==> src/design/mlft_pkg.sv <==
// Shared types, constants and helpers for the MAC learning table.
// No dependencies; every other file of the block imports this package.
`timescale 1ns / 1ps

package mlft_pkg;

  // Default geometry of the table
  localparam int unsigned DEF_TABLE_DEPTH = 1024;
  localparam int unsigned DEF_PORT_COUNT  = 4;

  // Entries held by one cell of the chain, and its offset width
  localparam int unsigned SLICE_DEPTH = 64;
  localparam int unsigned SLICE_W     = $clog2(SLICE_DEPTH);

  // Field widths of the frame header and the result
  localparam int unsigned MAC_W  = 48;
  localparam int unsigned PORT_W = 2;
  localparam int unsigned MASK_W = 4;

  localparam logic [MAC_W-1:0] ALL_ONES_MAC = {MAC_W{1'b1}};

  // Learning outcome codes
  typedef enum logic [1:0] {
    LEARN_UPDATED = 2'd0,
    LEARN_ADDED   = 2'd1,
    LEARN_FULL    = 2'd2
  } learn_status_e;

  // Controls broadcast from the sequencer to every cell
  typedef struct packed {
    logic clear;      // start of a new header: drop old hits
    logic rd_en;      // sweep read of the slice memories
    logic wr_update;  // rewrite the port of the matched source entry
    logic wr_append;  // append the source at the fill position
  } ctrl_t;

  // Lookup summary handed from cell to cell
  typedef struct packed {
    logic              src_hit;
    logic              dst_hit;
    logic [PORT_W-1:0] dst_port;
  } tok_t;

  // Mask of the ports that exist within the egress field
  function automatic logic [MASK_W-1:0] port_mask(int unsigned port_count);
    logic [MASK_W-1:0] m;
    m = '0;
    for (int unsigned p = 0; p < MASK_W; p++) begin
      if (p < port_count) m[p] = 1'b1;
    end
    return m;
  endfunction

endpackage

==> src/design/mlft_ctrl.sv <==
// Sequencer of the MAC learning table: sweep, chain drain and write-back,
// plus the fill count of the table. Depends on mlft_pkg.
`timescale 1ns / 1ps

module mlft_ctrl import mlft_pkg::*; #(
  parameter int unsigned TABLE_DEPTH = DEF_TABLE_DEPTH
) (
  input  logic                             clk_i,
  input  logic                             rst_ni,
  input  logic                             start,
  input  logic                             src_hit_i,
  output logic                             busy,
  output ctrl_t                            ctrl_o,
  output logic [SLICE_W-1:0]               rd_addr_o,
  output logic [$clog2(TABLE_DEPTH+1)-1:0] used_count_o,
  output logic                             report_o
);

  localparam int unsigned CELL_COUNT = (TABLE_DEPTH + SLICE_DEPTH - 1) / SLICE_DEPTH;
  localparam int unsigned GI_W       = $clog2(CELL_COUNT) + SLICE_W;
  localparam int unsigned CNT_W      = $clog2(TABLE_DEPTH + 1);

  typedef enum logic [4:0] {
    ST_IDLE  = 5'b00001,
    ST_SWEEP = 5'b00010,
    ST_DRAIN = 5'b00100,
    ST_CHAIN = 5'b01000,
    ST_WRITE = 5'b10000
  } state_e;

  state_e            state_q, state_d;
  logic [GI_W-1:0]   cnt_q, cnt_d;
  logic [CNT_W-1:0]  used_q, used_d;
  logic              room;

  assign room = (used_q < CNT_W'(TABLE_DEPTH));

  // Advance the sequence
  always_comb begin
    state_d = state_q;
    cnt_d   = cnt_q;
    unique case (state_q)
      ST_IDLE: begin
        cnt_d = '0;
        if (start) state_d = ST_SWEEP;
      end
      ST_SWEEP: begin
        if (cnt_q == GI_W'(SLICE_DEPTH - 1)) begin
          cnt_d   = '0;
          state_d = ST_DRAIN;
        end else begin
          cnt_d = cnt_q + GI_W'(1);
        end
      end
      ST_DRAIN: begin
        cnt_d   = '0;
        state_d = ST_CHAIN;
      end
      ST_CHAIN: begin
        if (cnt_q == GI_W'(CELL_COUNT - 1)) begin
          cnt_d   = '0;
          state_d = ST_WRITE;
        end else begin
          cnt_d = cnt_q + GI_W'(1);
        end
      end
      ST_WRITE: begin
        state_d = ST_IDLE;
      end
      default: begin
        cnt_d   = '0;
        state_d = ST_IDLE;
      end
    endcase
  end

  // Drive the cells
  always_comb begin
    ctrl_o.clear     = (state_q == ST_IDLE) && start;
    ctrl_o.rd_en     = (state_q == ST_SWEEP);
    ctrl_o.wr_update = (state_q == ST_WRITE) && src_hit_i;
    ctrl_o.wr_append = (state_q == ST_WRITE) && !src_hit_i && room;
  end

  assign used_d = ctrl_o.wr_append ? used_q + CNT_W'(1) : used_q;

  always_ff @(posedge clk_i or negedge rst_ni) begin
    if (!rst_ni) begin
      state_q <= ST_IDLE;
      cnt_q   <= '0;
      used_q  <= '0;
    end else begin
      state_q <= state_d;
      cnt_q   <= cnt_d;
      used_q  <= used_d;
    end
  end

  assign busy         = (state_q != ST_IDLE);
  assign rd_addr_o    = cnt_q[SLICE_W-1:0];
  assign used_count_o = used_q;
  assign report_o     = (state_q == ST_WRITE);

endmodule

==> config.mk <==
export PLATFORM = sky130hd
export DESIGN_NAME = mlft_ctrl
export DESIGN_NICKNAME = d
export VERILOG_FILES = /design/src/design/mlft_pkg.sv /design/src/design/mlft_ctrl.sv
export SDC_FILE = /design/constraint.sdc
export NUM_CORES = 1
export LEC_CHECK = 0
export BUFFER_PORTS_ARGS = -buffer_cell sky130_fd_sc_hd__buf_2
export CAP_MARGIN = 20
export CORE_UTILIZATION = 53
export DETAILED_ROUTE_END_ITERATION = 8
export PLACE_DENSITY = 0.83
export SLEW_MARGIN = 20
export SYNTH_ARGS = -nofsm -noshare
export SYNTH_HDL_FRONTEND = slang
export SYNTH_SLANG_ARGS = --single-unit
==> constraint.sdc <==
create_clock -name clk_i -period 2.6 [get_ports clk_i]
set_input_delay 0.52 -clock clk_i [delete_from_list [all_inputs] [get_ports clk_i]]
set_output_delay 0.52 -clock clk_i [all_outputs]
set_load 0.005 [all_outputs]
==> results.sh <==
export IMPL_tritoncts="built"
export IMPL_cell_type_of_the_slowest_stage_on_the_worst_timing_path="sky130_fd_sc_hd__dfrtp_1"
export IMPL_drc=0
export IMPL_register_area_sq_um=652
export IMPL_critPathKind="register to output port"
export IMPL_crit_arrival_ns=1.86
export IMPL_yosysWarningCount=0
export IMPL_critical_path_peak_fanout=12
export IMPL_cts_buffer_depth=2
export IMPL_worst_path_top_cell_family_by_delay="simple AND/OR/NAND/NOR gates"
export IMPL_cts_hold_buf=0
export IMPL_run_status="finished clean"
export IMPL_ff2ff_path_depth=6
export IMPL_initial_core_util_pct=58.7
export IMPL_top_level_ports=27
export IMPL_mappedNetlistNets=146
export IMPL_critPathLaunch="state_q[2]"
export IMPL_finalSetupViolations=0
export IMPL_route_vias_total=1094
export IMPL_row_count=17
export IMPL_asyncSetResetFlopFracSynth_pct=100
export IMPL_period_minus_slack_ns=2.38
export IMPL_slowest_delay_ns=0.47
export IMPL_vdd_drop_max_mv=0.612
export IMPL_rr_endpoint="cnt_q[8]"
export IMPL_num_fill_cells=195
export IMPL_grt_first_pass_wirelength_microns=4620
export IMPL_timing_max_transition_violations_final=0
export IMPL_power_frac_comb_pct=21.6
export IMPL_netlist_cell_type_count=35
export IMPL_p_leak_nw=0.774
export IMPL_grt_max_degree=27
export IMPL_worst_endpoint_required_ns=2.08
export IMPL_coreArea_sq_um=2300
export IMPL_ctsRootBufferMaster="sky130_fd_sc_hd__clkbuf_4"
export IMPL_rsz_0062_raised_after_global_routing="no"
export IMPL_critical_path_reg2reg_startpoint="cnt_q[0]"
export IMPL_drv_max_cap_violation_count=0
export IMPL_synth_enable_flop_cells=0
export IMPL_postSynthCellCount=140
export IMPL_routed_wl_microns=2780
export IMPL_antenna_found_initial=0
export IMPL_fmaxAchievable_ghz=0.420
export IMPL_layout_cells_most_common_list="sky130_fd_sc_hd__buf_2 (26), sky130_fd_sc_hd__dfrtp_1 (25), sky130_fd_sc_hd__nand2_1 (10), sky130_fd_sc_hd__a21oi_1 (10), sky130_fd_sc_hd__o21ai_0 (10)"
export IMPL_yosysSeqAreaShare_pct=48.3
export IMPL_fin_total_pwr_w=0.000957
export IMPL_clkPwrFrac_pct=28.8
export IMPL_p_sw_w=0.000276
export IMPL_timing_critical_path_cells="nor2_1 -> nand3_1 -> inv_1 -> and2_1 -> buf_2"
export IMPL_die_h_microns=52.4
export IMPL_final_period_utilization_pct=91.5
export IMPL_switching_share_pct=28.9
export IMPL_detail_route_first_pass_iterations=4
export IMPL_cts_htree_levels=1
export IMPL_layout_core_utilization_pct=65.5
export IMPL_detailed_place_hpwl_microns=2030
export IMPL_reg2reg_setup_slack_ns=0.40
export IMPL_drt_initial_drc_count=28
export IMPL_die_area_sq_um=2750
export IMPL_dr_wl_cell_microns=14.8
export IMPL_avgSynthCellArea_sq_um=9.63
export IMPL_multi_input_area_sq_um=606
export IMPL_nets=167
export IMPL_endpoint_kind="output port"
export IMPL_area_growth_syn_to_layout_pct=11.6
export IMPL_detailedPlace_worstSlack_ns=0.459
export IMPL_netlist_area_sq_um=1350
export IMPL_total_cts_buffers=3
export IMPL_global_placement_routability_congestion=0.844
export IMPL_final_setup_skew_ns=0.00727
export IMPL_post_synthesis_sequential_element_count=26
export IMPL_post_cts_resized_instances=0
export IMPL_tritoncts_num_sinks=26
export IMPL_post_route_cells_drive_above_1_share_pct=23.8
export IMPL_number_of_buffers_inserted_to_repair_setup_after_cts=0
export IMPL_timing_worst_slew_pin_value_ns=0.565
export IMPL_grt_use_total_pct=23.2
export IMPL_worst_hold_path_type="input port to asynchronous set/reset pin"
export IMPL_io_buffer_count=26
export IMPL_cp_buffers_inverters=2
export IMPL_intPower_w=0.000681
export IMPL_antenna_violating_nets_post_route=0
export IMPL_insertedDiodeCount=0
export IMPL_number_of_vias_per_cell_after_detailed_routing=5.82
export IMPL_worst_setup_path_start_kind="register"
export IMPL_die_w_microns=52.4
export IMPL_timing_final_hold_violations=0
export IMPL_power_density_nw_per_um2=636
export IMPL_synthFlopType="sky130_fd_sc_hd__dfrtp_1"
export IMPL_power_share_sequential_pct=49.6
export IMPL_worst_setup_hold_path_clk_slew_ns=0.14
export IMPL_clk_insertion_delay_late_ns=0.32
export IMPL_layout_commonest_cell="sky130_fd_sc_hd__buf_2"
export IMPL_grt_overflow=0
export IMPL_slew_hr_pct=62.3
export IMPL_number_of_global_route_vias_before_repair=1027
export IMPL_fin_ws_ns=0.222
export IMPL_fin_tns_setup_ns=0
-- worst max-delay path by stage --
stage | to | slack, ns | cells after the start
finish | ctrl_o[1] | 0.22 | 5
global route | ctrl_o[1] | 0.08 | 5
CTS | ctrl_o[1] | 0.23 | 5
floorplan | cnt_q[8] | 0.57 | 7
detailed placement | cnt_q[8] | 0.46 | 6
global placement | cnt_q[8] | 0.52 | 6
-- cell usage after synthesis, types with 2 or more instances --
cell type | number | area, sq um
sky130_fd_sc_hd__nand3_1 | 7 | 35.0
sky130_fd_sc_hd__dfrtp_1 | 25 | 626
sky130_fd_sc_hd__and4_1 | 2 | 17.5
sky130_fd_sc_hd__nor3_1 | 2 | 10.0
sky130_fd_sc_hd__a31oi_1 | 5 | 31.3
sky130_fd_sc_hd__nor2_1 | 9 | 33.8
sky130_fd_sc_hd__ha_1 | 2 | 25.0
sky130_fd_sc_hd__nand2_1 | 10 | 37.5
sky130_fd_sc_hd__nand2b_1 | 6 | 37.5
sky130_fd_sc_hd__inv_1 | 6 | 22.5
sky130_fd_sc_hd__o21ai_0 | 10 | 50.1
sky130_fd_sc_hd__buf_4 | 7 | 52.6
sky130_fd_sc_hd__xor2_1 | 2 | 17.5
sky130_fd_sc_hd__a21oi_1 | 10 | 50.1
sky130_fd_sc_hd__and3_1 | 7 | 43.8
sky130_fd_sc_hd__or2_2 | 2 | 12.5
sky130_fd_sc_hd__clkbuf_1 | 3 | 11.3
sky130_fd_sc_hd__xnor2_1 | 7 | 61.3
sky130_fd_sc_hd__or4_1 | 2 | 15.0
-- state kept, by name, summed over array words and instances, names as in the netlist --
register	cells
used_count_o	11
cnt_q	10
state_q	5
-- worst reg2reg max path: stages (launching register included) --
cell and delay [ns]:
sky130_fd_sc_hd__dfrtp_1 0.46, sky130_fd_sc_hd__ha_1 0.24, sky130_fd_sc_hd__and3_1 0.24, sky130_fd_sc_hd__a311o_2 0.37, sky130_fd_sc_hd__a32o_1 0.26, sky130_fd_sc_hd__or4_1 0.46, sky130_fd_sc_hd__o21ai_0 0.09
-- per-stage QoR --
step	hold WS (ns)	std cells	instance area, sq um
finish	0.171	188	1510
global route	0.194	188	1510
detailed placement	0.483	184	1450
global placement	0.469	184	1450
floorplan	0.224	140	1350
CTS	0.183	188	1510
-- area by class of cell --
type / instances / area share [%]
clock buffers: 3 / 1.50
clock inverters: 1 / 2.00
inverters: 6 / 1.50
multi-input cells: 97 / 40.2
flip-flops and latches: 26 / 43.3
well taps: 28 / 2.33
repair buffers: 27 / 9.14
-- power groups by stage --
stage	clock [W]	sequential [W]	combinational, W
floorplan	0	0.000470	0.000151
global placement	0	0.000476	0.000195
detailed placement	0	0.000481	0.000203
CTS	0.000280	0.000473	0.000206
global route	0.000294	0.000478	0.000231
finish	0.000275	0.000475	0.000207
-- kinds of logic after synthesis --
kind of cell	count (synthesis)	synth area share, %
AO/OA/AOI/OAI	31	14.6
XOR/XNOR	9	5.84
adder cells (fa/ha/maj)	2	1.85
buffers and inverters	17	6.77
flip-flops	26	48.3
multiplexers	2	1.58
AND/OR/NAND/NOR	53	21.1
-- per-layer routing --
metal  vias to the layer above  track usage, %  share of wire, %
met5                         -               0                 0
met4                         0            9.21               1.1
met3                         4            2.90               3.3
met2                        23            38.2                49
met1                       538            30.8                47
li1                        529               -                 -
Power figures use the tool's default switching activity.
